### config.mk
export PLATFORM = sky130hd
export DESIGN_NAME = morse_code_keyer_flat
export DESIGN_NICKNAME = d
export VERILOG_FILES = /design/src/design/mck_pkg.sv /design/src/design/mck_if.sv /design/src/design/mck_useq.sv /design/src/design/mck_dpath.sv /design/src/design/morse_code_keyer.sv /design/src/flat_wrapper.sv
export SDC_FILE = /design/constraint.sdc
export NUM_CORES = 1
export LEC_CHECK = 0
export CAP_MARGIN = 30
export CORE_MARGIN = 2
export CORE_UTILIZATION = 65
export CTS_CLUSTER_SIZE = 40
export DETAILED_ROUTE_END_ITERATION = 6
export DONT_BUFFER_PORTS = 1
export HOLD_SLACK_MARGIN = 0.08
export PLACE_DENSITY = 0.81
export SKIP_LAST_GASP = 1
export SYNTH_ARGS = -nofsm -noshare
export SYNTH_HDL_FRONTEND = slang
export SYNTH_SLANG_ARGS = --single-unit
export TNS_END_PERCENT = 20
### constraint.sdc
create_clock -name clk -period 3.1 [get_ports clk]
set_clock_uncertainty 0.1 [all_clocks]
set_input_delay 0.31 -clock clk [delete_from_list [all_inputs] [get_ports clk]]
set_output_delay 0.31 -clock clk [all_outputs]
set_load 0.02 [all_outputs]
### src/design/mck_pkg.sv
// package: shared types, constants, symbol table and control store of the morse keyer
`timescale 1ns / 1ps
`default_nettype none

package mck_pkg;

    // ascii codes that bound the symbol classes
    localparam logic [7:0] CH_SPACE   = 8'h20;
    localparam logic [7:0] CH_DIGIT_0 = 8'h30;
    localparam logic [7:0] CH_DIGIT_9 = 8'h39;
    localparam logic [7:0] CH_UPPER_A = 8'h41;
    localparam logic [7:0] CH_UPPER_Z = 8'h5A;
    localparam logic [7:0] CH_LOWER_A = 8'h61;
    localparam logic [7:0] CH_LOWER_Z = 8'h7A;

    localparam int LETTER_COUNT = 26;
    localparam int MAX_ELEMS    = 5;

    // opcodes of an input item
    localparam logic OP_CHAR = 1'b0;
    localparam logic OP_EOM  = 1'b1;

    // segment durations in morse units
    localparam logic [2:0] UNITS_DOT     = 3'd1;
    localparam logic [2:0] UNITS_DASH    = 3'd3;
    localparam logic [2:0] UNITS_ELEMGAP = 3'd1;
    localparam logic [2:0] UNITS_LETTER  = 3'd2;
    localparam logic [2:0] UNITS_WORD    = 3'd6;
    localparam logic [2:0] UNITS_MESSAGE = 3'd7;

    // microprogram step addresses
    typedef logic [2:0] step_t;
    localparam step_t STEP_IDLE  = 3'd0;
    localparam step_t STEP_ON    = 3'd1;
    localparam step_t STEP_OFF   = 3'd2;
    localparam step_t STEP_GAP   = 3'd3;
    localparam step_t STEP_SPACE = 3'd4;
    localparam step_t STEP_EOM   = 3'd5;

    // next-step selection
    typedef enum logic [1:0] {
        JMP_SEQ      = 2'd0,   // step + 1
        JMP_ABS      = 2'd1,   // jump to target
        JMP_LOOP     = 2'd2,   // to target while elements remain, else step + 1
        JMP_DISPATCH = 2'd3    // branch on the class of the incoming item
    } jmp_t;

    // source of the segment duration
    typedef enum logic {
        USEL_CONST = 1'b0,
        USEL_ELEM  = 1'b1
    } usel_t;

    // one control word
    typedef struct packed {
        logic        take_in;
        logic        emit;
        logic        level;
        usel_t       units_sel;
        logic [2:0]  units;
        logic        last;
        logic        shift;
        jmp_t        jmp;
        step_t       target;
    } ctrl_t;

    // datapath status seen by the sequencer
    typedef struct packed {
        logic is_eom;
        logic is_space;
        logic has_code;
        logic more;
        logic out_free;
    } stat_t;

    // element pattern: first element at the msb, 1 = dash
    typedef struct packed {
        logic [2:0]           len;
        logic [MAX_ELEMS-1:0] pat;
    } sym_t;

    // control store
    function automatic ctrl_t ucode(input step_t s);
        ctrl_t c;
        c = '{take_in: 1'b0, emit: 1'b0, level: 1'b0, units_sel: USEL_CONST,
              units: 3'd0, last: 1'b0, shift: 1'b0, jmp: JMP_ABS, target: STEP_IDLE};
        unique case (s)
            STEP_IDLE:
            begin
                c.take_in = 1'b1;
                c.jmp     = JMP_DISPATCH;
            end
            STEP_ON:
            begin
                c.emit      = 1'b1;
                c.level     = 1'b1;
                c.units_sel = USEL_ELEM;
                c.jmp       = JMP_SEQ;
            end
            STEP_OFF:
            begin
                c.emit   = 1'b1;
                c.units  = UNITS_ELEMGAP;
                c.shift  = 1'b1;
                c.jmp    = JMP_LOOP;
                c.target = STEP_ON;
            end
            STEP_GAP:
            begin
                c.emit  = 1'b1;
                c.units = UNITS_LETTER;
                c.last  = 1'b1;
            end
            STEP_SPACE:
            begin
                c.emit  = 1'b1;
                c.units = UNITS_WORD;
                c.last  = 1'b1;
            end
            STEP_EOM:
            begin
                c.emit  = 1'b1;
                c.units = UNITS_MESSAGE;
                c.last  = 1'b1;
            end
            default:
            begin
                c.jmp = JMP_ABS;
            end
        endcase
        return c;
    endfunction

    // international morse table, letters a-z then digits 0-9
    function automatic sym_t sym_code(input logic [5:0] idx);
        sym_t r;
        unique case (idx)
            6'd0:  r = '{3'd2, 5'b01000};
            6'd1:  r = '{3'd4, 5'b10000};
            6'd2:  r = '{3'd4, 5'b10100};
            6'd3:  r = '{3'd3, 5'b10000};
            6'd4:  r = '{3'd1, 5'b00000};
            6'd5:  r = '{3'd4, 5'b00100};
            6'd6:  r = '{3'd3, 5'b11000};
            6'd7:  r = '{3'd4, 5'b00000};
            6'd8:  r = '{3'd2, 5'b00000};
            6'd9:  r = '{3'd4, 5'b01110};
            6'd10: r = '{3'd3, 5'b10100};
            6'd11: r = '{3'd4, 5'b01000};
            6'd12: r = '{3'd2, 5'b11000};
            6'd13: r = '{3'd2, 5'b10000};
            6'd14: r = '{3'd3, 5'b11100};
            6'd15: r = '{3'd4, 5'b01100};
            6'd16: r = '{3'd4, 5'b11010};
            6'd17: r = '{3'd3, 5'b01000};
            6'd18: r = '{3'd3, 5'b00000};
            6'd19: r = '{3'd1, 5'b10000};
            6'd20: r = '{3'd3, 5'b00100};
            6'd21: r = '{3'd4, 5'b00010};
            6'd22: r = '{3'd3, 5'b01100};
            6'd23: r = '{3'd4, 5'b10010};
            6'd24: r = '{3'd4, 5'b10110};
            6'd25: r = '{3'd4, 5'b11000};
            6'd26: r = '{3'd5, 5'b11111};
            6'd27: r = '{3'd5, 5'b01111};
            6'd28: r = '{3'd5, 5'b00111};
            6'd29: r = '{3'd5, 5'b00011};
            6'd30: r = '{3'd5, 5'b00001};
            6'd31: r = '{3'd5, 5'b00000};
            6'd32: r = '{3'd5, 5'b10000};
            6'd33: r = '{3'd5, 5'b11000};
            6'd34: r = '{3'd5, 5'b11100};
            6'd35: r = '{3'd5, 5'b11110};
            default: r = '{3'd0, 5'b00000};
        endcase
        return r;
    endfunction

endpackage

`default_nettype wire

### src/design/mck_if.sv
// interfaces: character input channel and keying segment output channel
`timescale 1ns / 1ps
`default_nettype none

interface mck_in_if;
    logic       valid;
    logic       ready;
    logic       opcode;
    logic [7:0] char_code;

    modport source (output valid, output opcode, output char_code, input ready);
    modport sink   (input valid, input opcode, input char_code, output ready);
endinterface

interface mck_out_if;
    logic       valid;
    logic       ready;
    logic       level;
    logic [2:0] units;
    logic       last;

    modport source (output valid, output level, output units, output last, input ready);
    modport sink   (input valid, input level, input units, input last, output ready);
endinterface

`default_nettype wire

### src/design/mck_useq.sv
// microcode sequencer: step counter, control store lookup and jump logic
`timescale 1ns / 1ps
`default_nettype none

module mck_useq
    import mck_pkg::*;
(
    input  wire logic  clk,
    input  wire logic  rst_n,
    input  wire logic  in_valid,
    input  wire stat_t stat,
    output ctrl_t      ctrl,
    output logic       fire
);

    step_t step_reg;
    step_t step_next;

    // current control word
    assign ctrl = ucode(step_reg);

    // a step completes when its transfer can happen
    always_comb
    begin
        if (ctrl.emit)
        begin
            fire = stat.out_free;
        end
        else if (ctrl.take_in)
        begin
            fire = in_valid;
        end
        else
        begin
            fire = 1'b1;
        end
    end

    // next step address
    always_comb
    begin
        step_next = step_reg;
        if (fire)
        begin
            unique case (ctrl.jmp)
                JMP_SEQ:
                begin
                    step_next = step_reg + 3'd1;
                end
                JMP_ABS:
                begin
                    step_next = ctrl.target;
                end
                JMP_LOOP:
                begin
                    step_next = stat.more ? ctrl.target : step_reg + 3'd1;
                end
                JMP_DISPATCH:
                begin
                    priority if (stat.is_eom)
                    begin
                        step_next = STEP_EOM;
                    end
                    else if (stat.is_space)
                    begin
                        step_next = STEP_SPACE;
                    end
                    else if (stat.has_code)
                    begin
                        step_next = STEP_ON;
                    end
                    else
                    begin
                        step_next = STEP_GAP;
                    end
                end
                default:
                begin
                    step_next = STEP_IDLE;
                end
            endcase
        end
    end

    // step counter
    always_ff @(posedge clk or negedge rst_n)
    begin
        if (!rst_n)
        begin
            step_reg <= STEP_IDLE;
        end
        else
        begin
            step_reg <= step_next;
        end
    end

endmodule

`default_nettype wire

### src/design/mck_dpath.sv
// datapath: character decode, element shift register and output register
`timescale 1ns / 1ps
`default_nettype none

module mck_dpath
    import mck_pkg::*;
(
    input  wire logic       clk,
    input  wire logic       rst_n,
    input  wire ctrl_t      ctrl,
    input  wire logic       fire,
    input  wire logic       opcode,
    input  wire logic [7:0] char_code,
    input  wire logic       out_ready,
    output stat_t           stat,
    output logic            out_valid,
    output logic            out_level,
    output logic [2:0]      out_units,
    output logic            out_last
);

    logic [MAX_ELEMS-1:0] pat_reg;
    logic [MAX_ELEMS-1:0] pat_next;
    logic [2:0]           cnt_reg;
    logic [2:0]           cnt_next;
    logic                 out_valid_reg;
    logic                 out_valid_next;
    logic                 level_reg;
    logic [2:0]           units_reg;
    logic                 last_reg;

    logic                 is_upper;
    logic                 is_lower;
    logic                 is_digit;
    logic [5:0]           sym_idx;
    sym_t                 sym;
    logic                 load_out;
    logic [2:0]           seg_units;

    // classify the incoming character and form its table index
    always_comb
    begin
        is_upper = (char_code >= CH_UPPER_A) && (char_code <= CH_UPPER_Z);
        is_lower = (char_code >= CH_LOWER_A) && (char_code <= CH_LOWER_Z);
        is_digit = (char_code >= CH_DIGIT_0) && (char_code <= CH_DIGIT_9);
        priority if (is_upper)
        begin
            sym_idx = 6'(char_code - CH_UPPER_A);
        end
        else if (is_lower)
        begin
            sym_idx = 6'(char_code - CH_LOWER_A);
        end
        else
        begin
            sym_idx = 6'(char_code - CH_DIGIT_0) + 6'(LETTER_COUNT);
        end
        sym = sym_code(sym_idx);
    end

    // status toward the sequencer
    assign stat.is_eom   = (opcode == OP_EOM);
    assign stat.is_space = (char_code == CH_SPACE);
    assign stat.has_code = is_upper || is_lower || is_digit;
    assign stat.more     = (cnt_reg != 3'd1);
    assign stat.out_free = !out_valid_reg || out_ready;

    // element pattern and remaining count
    always_comb
    begin
        pat_next = pat_reg;
        cnt_next = cnt_reg;
        if (fire && ctrl.take_in)
        begin
            pat_next = sym.pat;
            cnt_next = sym.len;
        end
        else if (fire && ctrl.shift)
        begin
            pat_next = {pat_reg[MAX_ELEMS-2:0], 1'b0};
            cnt_next = cnt_reg - 3'd1;
        end
    end

    always_ff @(posedge clk)
    begin
        pat_reg <= pat_next;
        cnt_reg <= cnt_next;
    end

    // segment output register
    assign load_out  = fire && ctrl.emit;
    assign seg_units = (ctrl.units_sel == USEL_ELEM)
                     ? (pat_reg[MAX_ELEMS-1] ? UNITS_DASH : UNITS_DOT)
                     : ctrl.units;

    always_comb
    begin
        if (load_out)
        begin
            out_valid_next = 1'b1;
        end
        else if (out_ready)
        begin
            out_valid_next = 1'b0;
        end
        else
        begin
            out_valid_next = out_valid_reg;
        end
    end

    always_ff @(posedge clk or negedge rst_n)
    begin
        if (!rst_n)
        begin
            out_valid_reg <= 1'b0;
        end
        else
        begin
            out_valid_reg <= out_valid_next;
        end
    end

    always_ff @(posedge clk)
    begin
        if (load_out)
        begin
            level_reg <= ctrl.level;
            units_reg <= seg_units;
            last_reg  <= ctrl.last;
        end
    end

    assign out_valid = out_valid_reg;
    assign out_level = level_reg;
    assign out_units = units_reg;
    assign out_last  = last_reg;

endmodule

`default_nettype wire

### src/design/morse_code_keyer.sv
// International Morse code keyer.
// item: one transfer per character (opcode 0, ascii in char_code) or end
//   of message (opcode 1). seg: one transfer per keying segment with line
//   level, duration in morse units and a last flag on the item's final one.
// A dot is on 1 / off 1, a dash on 3 / off 1, then every non-space
// character ends with off 2; unknown codes give only off 2. Space gives
// off 6, end of message off 7.
// Sequencing: a microcoded sequencer walks a six-step control store, one
// step per cycle while no step waits on the item or segment channel. The
// item is taken in the idle step; each segment then takes one step. The
// first segment is loaded by the step after the idle step, once the
// segment register is free, and is valid when that register is loaded.
// The segment register holds its value while seg.ready is low and the
// sequencer waits on the emitting step; item.ready is high only in the
// idle step, so a new item may be taken while the last segment still waits.
// Reset puts the sequencer in the idle step and empties the segment register.
`timescale 1ns / 1ps
`default_nettype none

module morse_code_keyer
    import mck_pkg::*;
(
    input  wire logic  clk,
    input  wire logic  rst_n,
    mck_in_if.sink     item,
    mck_out_if.source  seg
);

    ctrl_t ctrl;
    stat_t stat;
    logic  fire;

    // item channel is open during the idle step only
    assign item.ready = ctrl.take_in;

    // sequencer
    mck_useq u_useq (
        .clk      (clk),
        .rst_n    (rst_n),
        .in_valid (item.valid),
        .stat     (stat),
        .ctrl     (ctrl),
        .fire     (fire)
    );

    // datapath
    mck_dpath u_dpath (
        .clk       (clk),
        .rst_n     (rst_n),
        .ctrl      (ctrl),
        .fire      (fire),
        .opcode    (item.opcode),
        .char_code (item.char_code),
        .out_ready (seg.ready),
        .stat      (stat),
        .out_valid (seg.valid),
        .out_level (seg.level),
        .out_units (seg.units),
        .out_last  (seg.last)
    );

endmodule

`default_nettype wire
### src/flat_wrapper.sv
// flat-port wrapper written by rule: the top's interface ports become plain ports
module morse_code_keyer_flat import mck_pkg::*;
  (clk, rst_n, item_valid, item_opcode, item_char_code, item_ready, seg_valid, seg_level, seg_units, seg_last, seg_ready);
  mck_in_if item_i ();
  mck_out_if seg_i ();
  input  wire logic clk;
  input  wire logic rst_n;
  input wire logic [$bits(item_i.valid)-1:0] item_valid;
  input wire logic [$bits(item_i.opcode)-1:0] item_opcode;
  input wire logic [$bits(item_i.char_code)-1:0] item_char_code;
  output wire logic [$bits(item_i.ready)-1:0] item_ready;
  output wire logic [$bits(seg_i.valid)-1:0] seg_valid;
  output wire logic [$bits(seg_i.level)-1:0] seg_level;
  output wire logic [$bits(seg_i.units)-1:0] seg_units;
  output wire logic [$bits(seg_i.last)-1:0] seg_last;
  input wire logic [$bits(seg_i.ready)-1:0] seg_ready;
  assign item_i.valid = item_valid;
  assign item_i.opcode = item_opcode;
  assign item_i.char_code = item_char_code;
  assign item_ready = item_i.ready;
  assign seg_valid = seg_i.valid;
  assign seg_level = seg_i.level;
  assign seg_units = seg_i.units;
  assign seg_last = seg_i.last;
  assign seg_i.ready = seg_ready;
  morse_code_keyer u_core (.clk(clk), .rst_n(rst_n), .item(item_i), .seg(seg_i));
endmodule
# Yosys cells after proc, flatten, opt, wreduce, memory -nomap -nowiden
# Memory sizes are Yosys's and may differ from the RTL's.
# Cells that the tools add are included.
[word_totals]
out_inout_bits = 7
ff_bits = 17
n_memories = 1
input_bits = 13
mem_bits_ro = 512
word_cells = 71
[mem_list]
columns = ["memory", "words", "word_bits", "read_ports", "rd_clocked_by_memory_dff", "write_ports", "line", "rtl"]
rows = [
  ["(name not given)", 64, 8, 1, 0, 0, "mck_pkg.sv:137", "unique case (idx)"],
]
[classes]
n_addsub = 6
muxes = 25
eq_ne = 10
reduce_logical = 16
n_lt_le_gt_ge = 6
[op_table]
columns = ["cell", "count"]
rows = [
  ["3-bit case mux with 4 select lines", 2],
  ["3-bit 2-to-1 mux", 6],
  ["8-bit by 7-bit greater-or-equal comparator with 1-bit output (second input constant)", 2],
  ["8-bit by 7-bit less-or-equal comparator with 1-bit output (second input constant)", 2],
  ["6-bit 2-to-1 mux", 2],
  ["6-bit subtractor (second input constant)", 2],
  ["5-bit 2-to-1 mux", 2],
  ["1-bit 2-to-1 mux", 9],
  ["8-bit by 6-bit equality test with 1-bit output (second input constant)", 1],
  ["8-bit by 6-bit greater-or-equal comparator with 1-bit output (second input constant)", 1],
  ["8-bit by 6-bit less-or-equal comparator with 1-bit output (second input constant)", 1],
  ["6-bit by 5-bit adder with 6-bit output (second input constant)", 1],
  ["3-bit by 2-bit equality test with 1-bit output (second input constant)", 2],
  ["3-bit equality test (second input constant)", 2],
  ["1-bit logical AND", 6],
  ["2-bit 2-to-1 mux", 3],
  ["2-bit case mux with 3 select lines", 1],
  ["6-bit by 1-bit subtractor with 6-bit output (second input constant)", 1],
  ["5-bit OR reduction", 1],
  ["2-bit equality test (second input constant)", 2],
  ["2-bit nonzero test", 2],
  ["3-bit by 1-bit adder with 3-bit output (second input constant)", 1],
  ["3-bit by 1-bit equality test with 1-bit output (second input constant)", 1],
  ["3-bit logical NOT", 1],
  ["7 further kinds", 9],
]

# Logic depth before layout (Yosys ltp)
# Gate-level depths: netlist (run 1).
[depth]
depth_word = 8
ltp_mapped = 15
depth_no_buf = 13

# Modules after synthesis
# Synthesis (run 1) repeated with hierarchy kept, for this count alone.
[unflattened]
hier_cells = 242
hier_area_um2 = 2135.8
[by_module_without_submodules]
columns = ["mod", "seq_area_each_um2", "area_per_inst_um2", "n_inst", "cells_per_inst"]
rows = [
  ["mck_dpath", 415.4, 1681.6, 1, 189],
  ["mck_useq", 75.1, 454.2, 1, 53],
]

# Worst setup path before layout (run 1)
# OpenSTA, ideal clock, no wires.
[synth_timing]
path_type = "in2reg"
from = "input item_char_code[1]"
to = "register u_core.u_dpath.cnt_reg[2], data pin"
setup_slack_ns = -0.680
arrival_time_ns = 3.408
required_ns = 2.728
cell_stages = 14
setup_time_ns = 0.272
path_buffers = 2
path_cell_list = "buf_2 > inv_1 > ha_1 > or4b_4 > o21ai_2 > buf_4 > nor2_2 > a21oi_1 > inv_1 > ha_1 > o21ai_0 > a211o_1 > a21oi_2 > or4_1"
[synth_between]
elab_chain_len = 6
elab_cells_between_ends = 14
cone_classes = "add/sub: 4; order compare: 4; mux: 3; reduce/logical: 2; memory: 1"
[synth_lines]
columns = ["item", "line", "rtl"]
rows = [
  ["from (decl)", "flat_wrapper.sv:10", "input wire logic [$bits(item_i.char_code)-1:0] item_char_code;"],
  ["6-bit subtractor, or another cell as far along", "mck_dpath.sv:56", "sym_idx = 6'(char_code - CH_DIGIT_0) + 6'(LETTER_COUNT);"],
  ["6-bit by 5-bit adder with 6-bit output or 1-bit logical AND (tied branches)", "mck_dpath.sv:56, mck_dpath.sv:44", ""],
  ["6-bit 2-to-1 mux", "mck_dpath.sv:50", "else if (is_lower)"],
  ["6-bit 2-to-1 mux (*)", "mck_dpath.sv:46", "priority if (is_upper)"],
  ["memory read 64 x 8 bit (*)", "-", ""],
  ["3-bit 2-to-1 mux (*)", "mck_dpath.sv:73", "if (fire && ctrl.take_in)"],
  ["named net u_core.u_dpath.cnt_next[2]", "mck_dpath.sv:25", "logic [2:0] cnt_next;"],
  ["to (signal assigned)", "mck_dpath.sv:88", "cnt_reg <= cnt_next;"],
  ["to (decl)", "mck_dpath.sv:24", "logic [2:0] cnt_reg;"],
]
# The timed path passes the listed nets; every way through them passes the cells marked *.
# A chain may end at the register's enable or synchronous reset.

# Worst setup path in the final report (run 1)
[layout_timing]
from = "input item_char_code[0]"
to = "register u_core.u_dpath.cnt_reg[2], data pin"
# The elaborated chain is that of the path after synthesis.

==> flow_metrics.py, run 1 <==
metrics = {
    "clock_network": {
        "cts_inserted_buffers": 3,
        "post_cts_resized": 0,
        "clock_tree.root_cell": "clkbuf_4",
        "clock_latency_ns": 0.28,
        "cts.path.max_buffers": 2,
        "cts_tree": "yes",
        "h-tree-depth": 1,
        "clock_sinks": 17,
        "clkTransAtPathRegs_ns": 0.10,
    },
    "synthesis": {
        "postSynthAreaPerCell_um2": 8.16,
        "synth_xor_area_share_pct": 2.00,
        "synth_edf_count": 13,
        "syn_nets": 303,
        "synth_top_family_by_area": "compound AO/OA/AOI/OAI gates",
        "synth_area_um2": 2190,
        "ys_types": 71,
        "synthAdderAreaFrac_pct": 12.0,
        "async_reset_ff_share_pct": 23.5,
        "yosys.area_share.simple_pct": 23.9,
        "yosys_warnings": 0,
        "ys_seq_elements": 17,
        "muxShareOfSynthArea_pct": 2.45,
        "yosysSeqAreaShare_pct": 22.3,
        "synth_compound_area_share_pct": 31.0,
        "synth_cells": 269,
        "ys.flop_type": "edfxtp_1",
    },
    "timing": {
        "min_period_ns": 2.95,
        "rsz0062_at_grt": "no",
        "hold_viol_final": 0,
        "final_max_slew_viol_count": 0,
        "worstMarginPinSlew_ns": 0.543,
        "relSlewSlack_pct": 63.3,
        "fmax_mhz": 338,
        "setup_violations": 0,
        "setup_slack_ns": 0.146,
        "finalCritPeriodShare_pct": 95.3,
    },
    "setup_path": {
        "worst-r2r-cell-count": 9,
        "max_stage_delay_ns": 0.51,
        "cp.depth": 10,
        "critPathArrivalTime_ns": 2.88,
        "critical_path_class": "in2reg",
        "critical_path.most_common_cell": "a211oi_1",
        "worstPathCellList": "clkinvlp_4, ha_4, or4b_4, o21ai_4, buf_4, a211oi_1, a211oi_1, o21ai_0, o2111a_1, or4_1",
        "crit_path_max_fanout": 15,
        "path_buf_inv": 2,
        "cp_top_family": "compound AO/OA/AOI/OAI gates",
        "worst_setup_path_start_kind": "primary input",
        "crit_path_end_kind": "flip-flop",
        "worst_ep_required_time_ns": 3.03,
        "slowest_stage": "or4_1",
    },
    "flow_run": {
        "drv_cap": 0,
    },
    "die": {
        "dieHeight_um": 62.1,
        "initial_utilization_pct": 66.8,
        "core_area_um2": 3280,
        "dieArea_um2": 3860,
        "die_w_um": 62.1,
        "num_rows": 21,
        "pin_count": 20,
    },
    "place": {
        "portBuffers": 0,
        "place_area_um2": 2450,
        "gp_routability_congestion": 1.07,
        "dpl_worst_slack_ns": -0.0708,
        "place_hpwl_um": 4610,
    },
    "global_routing": {
        "grt_pass1_vias": 2087,
        "antenna_found_initial": 0,
        "grt_max_degree": 20,
        "grt-ovfl-total": 0,
        "globalRouteTotalUtil_pct": 31.0,
        "grt_pass1_wl_um": 9820,
    },
    "finish": {
        "multi_input_area_um2": 1650,
        "finalInstanceArea_um2": 2490,
        "n_fill_cell": 243,
        "largest_reg_flops": 5,
        "seqCellArea_um2": 490,
        "layout_common_cells": "buf_4, nor2_1, nand2_1, a21oi_1, ha_1",
        "antenna_cells": 0,
        "final_common_cell": "buf_4",
        "drive_gt1_share_pct": 18.6,
        "final_nets": 320,
        "syn_to_final_growth_pct": 13.5,
    },
    "power": {
        "power_leakage_nw": 0.951,
        "pwr_density_cell_nw_per_um2": 654,
        "p_total_mw": 1.63,
        "peakVddDrop_v": 0.000234,
    },
    "route": {
        "wl_per_cell_um": 17.5,
        "ant_nets": 0,
        "viasPerCell": 6.67,
        "drt_wl_total_um": 5800,
        "num_vias": 2207,
        "drc": 1,
        "dr.pass1.iters": 7,
        "drtIter0Drc": 240,
    },
    "run_status": {
        "status": "finished with violations",
        "violations": "DRC",
    },
    "worst_hold_path": {
        "min_path_cells": 2,
        "hold_class": "in2reg",
    },
}
[synthesized netlist by cell type (3+ instances only)]
library cell,instances,area [um2]
a21oi_1,20,100
nor4_1,3,18.8
nand2_1,18,67.6
o31a_1,3,26.3
inv_1,14,52.6
a21o_1,3,22.5
o211ai_1,4,30.0
o22ai_1,6,37.5
nor3_1,10,50.1
nor2b_1,6,37.5
a211oi_1,5,37.5
nor2_1,22,82.6
ha_1,21,263
a22oi_1,3,22.5
buf_6,3,33.8
xnor2_1,3,26.3
a211o_1,4,35.0
nand3_1,12,60.1
nand2b_1,6,37.5
buf_2,3,15.0
o31ai_1,3,22.5
edfxtp_1,13,390
dfrtp_1,4,100
clkbuf_1,6,22.5
nor3b_1,3,22.5
o21ai_0,13,65.1
[routing by layer]
metal	up-vias	GRT usage [%]	part of all wire (%)
met5	-	0	0
met4	0	8.89	1.4
met3	10	4.35	7.9
met2	120	51.2	48
met1	1012	42.6	43
li1	1065	-	-
[metrics by stage]
step,setup TNS [ns],hold slack (ns),util [%],cells
3_5_place_dp,-0.0708,-0.0855,74.7,326
3_3_place_gp,0,-0.0855,74.7,326
2_1_floorplan,-0.0246,-0.0856,-,269
6_report,0,0.132,75.8,331
5_1_grt,0,0.151,75.8,331
4_1_cts,0,0.145,75.8,331
[path summary, 6_finish.rpt]
path | start | endpoint | slack [ns]
max in group asynchronous | rst_n | u_core.u_dpath.out_valid | 2.56
worst max-delay path | item_char_code[0] | u_core.u_dpath.cnt_reg[2] | 0.15
worst min-delay path | seg_ready | u_core.u_dpath.out_valid | 0.13
worst max register to register | u_core.u_useq.step_reg[1] | u_core.u_dpath.cnt_reg[0] | 0.35
min in group asynchronous | rst_n | u_core.u_useq.step_reg[1] | 0.18
worst min register to register | u_core.u_dpath.pat_reg[1] | u_core.u_dpath.pat_reg[2] | 0.48
[report_power, final]
| group | internal, mW | switching, mW |
|---|---|---|
| clock | 0.0478 | 0.0649 |
| combinational | 0.400 | 0.540 |
| sequential | 0.437 | 0.138 |
| total | 0.885 | 0.743 |
[cells by family (layout without fill, tap and decap cells)]
logic type                 after synthesis  in the layout
AOI/OAI and AO/OA                       94             94
xor gates and xnor gates                 5              5
adders and majority gates               21             21
buffers and inverters                   29             45
DFF                                     17             17
muxes                                    4              4
and+or+nand+nor                         99             99
[cell type report]
type                            count  share of cell area, %
Tap cell                           46                   2.31
Timing Repair Buffer               26                   7.94
Inverter                           15                   2.71
Clock buffer                        3                  0.905
Multi-Input combinational cell    223                   66.2
Clock inverter                      1                  0.201
Sequential cell                    17                   19.7
[worst register-to-register path: cells and delay by family (launching register included)]
kind | cells | cell delay, ns
DFF | 1 | 0.49
AOI/OAI and AO/OA | 3 | 0.53
and+or+nand+nor | 2 | 0.67
adders and majority gates | 1 | 0.36
buffers and inverters | 3 | 0.47
[what timing repair did]
item | CTS | global route
buffers inserted | 0 | 0
hold buffers | 1 | 0
endpoints found under the hold margin | 4 | 0
No activity file was read; power rests on OpenSTA's default activity.
==> run 2: changes to the inputs <==
Settings changed: SYNTH_HIERARCHICAL from default to 1.
==> flow_metrics.py, run 2 <==
metrics = {
    "power": {
        "peakVddDrop_v": 0.000291,
        "power_leakage_nw": 0.926,
        "pwr_density_cell_nw_per_um2": 744,
    },
    "finish": {
        "n_fill_cell": 242,
        "final_common_cell": "ha_1",
        "antenna_cells": 0,
        "syn_to_final_growth_pct": 5.33,
        "layout_common_cells": "ha_1, inv_1, nor2_1",
        "largest_reg_flops": 5,
        "final_nets": 275,
        "drive_gt1_share_pct": 18.3,
        "finalInstanceArea_um2": 2220,
        "seqCellArea_um2": 490,
        "multi_input_area_um2": 1460,
    },
    "global_routing": {
        "grt_pass1_vias": 1758,
        "globalRouteTotalUtil_pct": 28.0,
        "grt-ovfl-total": 0,
        "grt_max_degree": 17,
        "grt_pass1_wl_um": 7960,
        "antenna_found_initial": 0,
    },
    "timing": {
        "fmax_mhz": 353,
        "hold_viol_final": 0,
        "hold_slack_ns": 0.172,
        "relSlewSlack_pct": 65.1,
        "tns_ns": 0,
        "setup_violations": 0,
        "worstMarginPinSlew_ns": 0.524,
        "rsz0062_at_grt": "no",
        "final_max_slew_viol_count": 0,
        "min_period_ns": 2.83,
        "finalCritPeriodShare_pct": 91.3,
    },
    "synthesis": {
        "yosys_warnings": 6,
        "syn_nets": 272,
        "synth_cells": 238,
        "postSynthAreaPerCell_um2": 8.87,
        "synth_area_um2": 2110,
    },
    "clock_network": {
        "clock_latency_ns": 0.28,
        "clkTransAtPathRegs_ns": 0.10,
        "cts_inserted_buffers": 3,
        "h-tree-depth": 1,
        "cts_tree": "yes",
        "cts.path.max_buffers": 2,
        "clock_sinks": 17,
        "clock_tree.root_cell": "clkbuf_4",
        "post_cts_resized": 0,
    },
    "setup_path": {
        "path_buf_inv": 2,
        "max_stage_delay_ns": 0.50,
        "slowest_stage": "or4b_4",
        "critPathArrivalTime_ns": 2.75,
        "critical_path_class": "reg2reg",
        "worst_setup_path_start_kind": "flip-flop",
        "worstPathCellList": "inv_1, ha_1, or4b_4, o21ai_2, a21oi_4, buf_4, nand2_1, nor2_1, a32oi_1, o211ai_1",
        "crit_path_end_kind": "flip-flop",
        "worst_ep_required_time_ns": 3.02,
        "cp_top_family": "simple AND/OR/NAND/NOR gates",
        "crit_path_max_fanout": 7,
    },
    "route": {
        "num_vias": 1859,
        "drc": 0,
        "viasPerCell": 6.55,
        "dr.pass1.iters": 5,
        "ant_nets": 0,
        "drtIter0Drc": 160,
        "drt_wl_total_um": 4710,
        "wl_per_cell_um": 16.6,
    },
    "place": {
        "gp_routability_congestion": 0.932,
        "place_area_um2": 2190,
        "portBuffers": 0,
        "place_hpwl_um": 3680,
    },
    "die": {
        "dieHeight_um": 61,
        "pin_count": 20,
        "num_rows": 20,
        "initial_utilization_pct": 68.6,
        "core_area_um2": 3080,
        "dieArea_um2": 3720,
        "die_w_um": 61,
    },
    "run_status": {
        "status": "completed",
    },
    "worst_hold_path": {
        "hold_class": "in2reg",
    },
    "flow_run": {
        "drv_cap": 0,
    },
}
[run 2: metrics by stage]
step                      utilization (%)  setup slack [ns]  instances  power [mW]
after global placement               71.1             0.142        279        1.48
after global routing                 72.3             0.118        284        1.78
final                                72.3             0.269        284        1.66
after CTS                            72.3             0.308        284        1.65
after detailed placement             71.1            0.0313        279        1.53
after floorplan                         -            0.0145        238        1.32
[run 2: final cells by class]
cell class,count,share of cell area (%)
clock buffers,3,1.01
repair buffers,14,4.84
flip-flops and latches,17,22.0
multi-input cells,186,65.7
clock inverters,1,0.225
well taps,44,2.47
inverters,19,3.66
[run 2: repair_timing]
item | CTS | global route
hold buffers | 1 | 0
hold endpoints to repair | 4 | 0
buffers inserted | 0 | 0
endpoints found under the setup margin | 0 | 0
[run 2: path summary, 6_finish.rpt]
kind / start / end / slack [ns] / cells past startpoint
max: u_core/u_useq/step_reg[1] / u_core/u_dpath/pat_reg[3] / 0.27 / 10
min: seg_ready / u_core/u_dpath/out_valid / 0.17 / 2
max reg2reg: u_core/u_useq/step_reg[1] / u_core/u_dpath/pat_reg[3] / 0.27 / 10
min reg2reg: u_core/u_dpath/pat_reg[4] / u_core/u_dpath/out_units[1] / 0.47 / 1
max in group asynchronous: rst_n / u_core/u_useq/step_reg[0] / 2.55 / 1
min in group asynchronous: rst_n / u_core/u_dpath/out_valid / 0.19 / 1
[run 2: report_power, final]
part           internal (mW)  switching [mW]  total, mW
Combinational          0.439           0.557      0.996
Clock                 0.0478          0.0660      0.114
Sequential             0.435           0.111      0.546
[run 2: metal layers]
metal | up-vias | track usage, % | share of wire [%]
met5 | - | 0 | 0
met4 | 0 | 11.5 | 2.4
met3 | 14 | 2.13 | 4.4
met2 | 71 | 46.2 | 48
met1 | 889 | 37.9 | 45
li1 | 885 | - | -
==> run 3: changes to the inputs <==
Settings changed: PLACE_DENSITY 0.81 to 0.77.
==> flow_metrics.py, run 3 (synthesis gave the netlist of run 2 again) <==
metrics = {
    "die": {
        "pin_count": 20,
        "dieHeight_um": 61,
        "core_area_um2": 3080,
        "num_rows": 20,
        "die_w_um": 61,
        "dieArea_um2": 3720,
        "initial_utilization_pct": 68.6,
    },
    "setup_path": {
        "cp.depth": 13,
        "worst_ep_required_time_ns": 3.17,
        "worstPathCellList": "inv_1, ha_1, inv_1, a311oi_4, o21a_4, mux2i_4, inv_4, ha_1, nor2_1, a211oi_1, a2111oi_0, buf_4, a311o_1",
        "critical_path_class": "in2reg",
        "crit_path_end_kind": "flip-flop",
        "max_stage_delay_ns": 0.49,
        "worst-r2r-cell-count": 10,
        "worst_setup_path_start_kind": "primary input",
        "critPathArrivalTime_ns": 2.95,
        "r2r_start": "u_core/u_useq/step_reg[1]",
        "crit_path_max_fanout": 9,
        "slowest_stage": "a2111oi_0",
        "timing.rr.end": "u_core/u_dpath/cnt_reg[0]",
        "cp_top_family": "compound AO/OA/AOI/OAI gates",
        "path_buf_inv": 4,
        "reg2reg_slack_ns": 0.32,
    },
    "timing": {
        "min_period_ns": 2.88,
        "setup_violations": 0,
        "tns_ns": 0,
        "final_max_slew_viol_count": 0,
        "hold_slack_ns": 0.161,
        "fmax_mhz": 348,
        "worstMarginPinSlew_ns": 0.509,
        "hold_viol_final": 0,
        "finalCritPeriodShare_pct": 92.8,
        "rsz0062_at_grt": "no",
        "relSlewSlack_pct": 65.2,
    },
    "route": {
        "drtIter0Drc": 122,
        "drt_wl_total_um": 4550,
        "drc": 0,
        "num_vias": 1857,
        "ant_nets": 0,
        "dr.pass1.iters": 4,
        "wl_per_cell_um": 15.8,
        "viasPerCell": 6.45,
    },
    "clock_network": {
        "clock_sinks": 17,
        "postCtsSetupBuffers": 0,
        "clock_tree.root_cell": "clkbuf_4",
        "cts_inserted_buffers": 3,
        "post_cts_resized": 0,
        "clock_latency_ns": 0.29,
        "cts_tree": "yes",
        "cts.path.max_buffers": 2,
        "h-tree-depth": 1,
        "clkTransAtPathRegs_ns": 0.10,
    },
    "finish": {
        "syn_to_final_growth_pct": 6.75,
        "finalInstanceArea_um2": 2250,
        "layout_common_cells": "ha_1, buf_4, inv_1",
        "final_nets": 279,
        "antenna_cells": 0,
        "finish.utilization_pct": 73.3,
        "final_common_cell": "ha_1",
        "drive_gt1_share_pct": 19.7,
        "largest_reg_flops": 5,
    },
    "place": {
        "place_area_um2": 2220,
        "portBuffers": 0,
        "gp_routability_congestion": 0.946,
        "place_hpwl_um": 3530,
    },
    "worst_hold_path": {
        "min_path_cells": 2,
        "hold_class": "in2reg",
        "hold_start": "seg_ready",
        "holdPathEnd": "u_core/u_dpath/out_valid",
    },
    "global_routing": {
        "grt_max_degree": 17,
        "antenna_found_initial": 0,
        "grt-ovfl-total": 0,
        "globalRouteTotalUtil_pct": 26.6,
        "grt_pass1_vias": 1664,
        "grt_pass1_wl_um": 7620,
    },
    "run_status": {
        "status": "completed",
    },
    "power": {
        "power_leakage_nw": 0.946,
        "pwr_density_cell_nw_per_um2": 733,
        "peakVddDrop_v": 0.000252,
    },
    "flow_run": {
        "drv_cap": 0,
    },
}
run 3: cell count changes in the layout (fill, tap and decap cells not counted):
| cell | delta |
|---|---|
| buf_4 | +4 |
run 3: layout make-up:
class / instances / area (um2)
clock buffers: 3 / 22.5
multi-input cells: 186 / 1460
fillers: 235 / 823
flip-flops and latches: 17 / 490
repair buffers: 18 / 138
well taps: 44 / 55.1
inverters: 19 / 81.3
clock inverters: 1 / 5.00
run 3: how the worst max path moves through the flow:
stage,startpoint,to,slack (ns)
final,item_char_code[1],u_core/u_dpath/cnt_reg[0],0.22
after global routing,item_char_code[1],u_core/u_dpath/cnt_reg[0],0.12
after CTS,item_char_code[1],u_core/u_dpath/cnt_reg[0],0.31
after detailed placement,item_char_code[1],u_core/u_dpath/cnt_reg[0],0.01
after global placement,item_char_code[1],u_core/u_dpath/cnt_reg[0],0.07
after floorplan,item_char_code[0],u_core/u_dpath/pat_reg[1],0.01
run 3: metal layers:
| metal | vias up | wire length (um) | track usage (%) |
|---|---|---|---|
| met5 | - | 0 | 0 |
| met4 | 0 | 48 | 9.63 |
| met3 | 8 | 333 | 2.77 |
| met2 | 100 | 2210 | 43.9 |
| met1 | 855 | 1950 | 36.0 |
| li1 | 894 | - | - |
run 3: report_power, final:
part	internal [mW]	leakage (nW)	switching, mW	total (mW)
Sequential	0.435	0.177	0.111	0.547
Clock	0.0480	0.0177	0.0699	0.118
Combinational	0.444	0.751	0.544	0.989
Total	0.927	0.946	0.726	1.65
run 3: metrics by stage:
step	instances	setup slack (ns)	total power, mW
5_1_grt	288	0.115	1.79
3_5_place_dp	283	0.0135	1.53
6_report	288	0.224	1.65
3_3_place_gp	283	0.0660	1.50
4_1_cts	288	0.308	1.65
2_1_floorplan	238	0.0145	1.32
run 3: timing repair:
item | in CTS | in global routing
endpoints found under the hold margin | 4 | 0
hold buffers | 1 | 0
setup endpoints to repair | 0 | 0
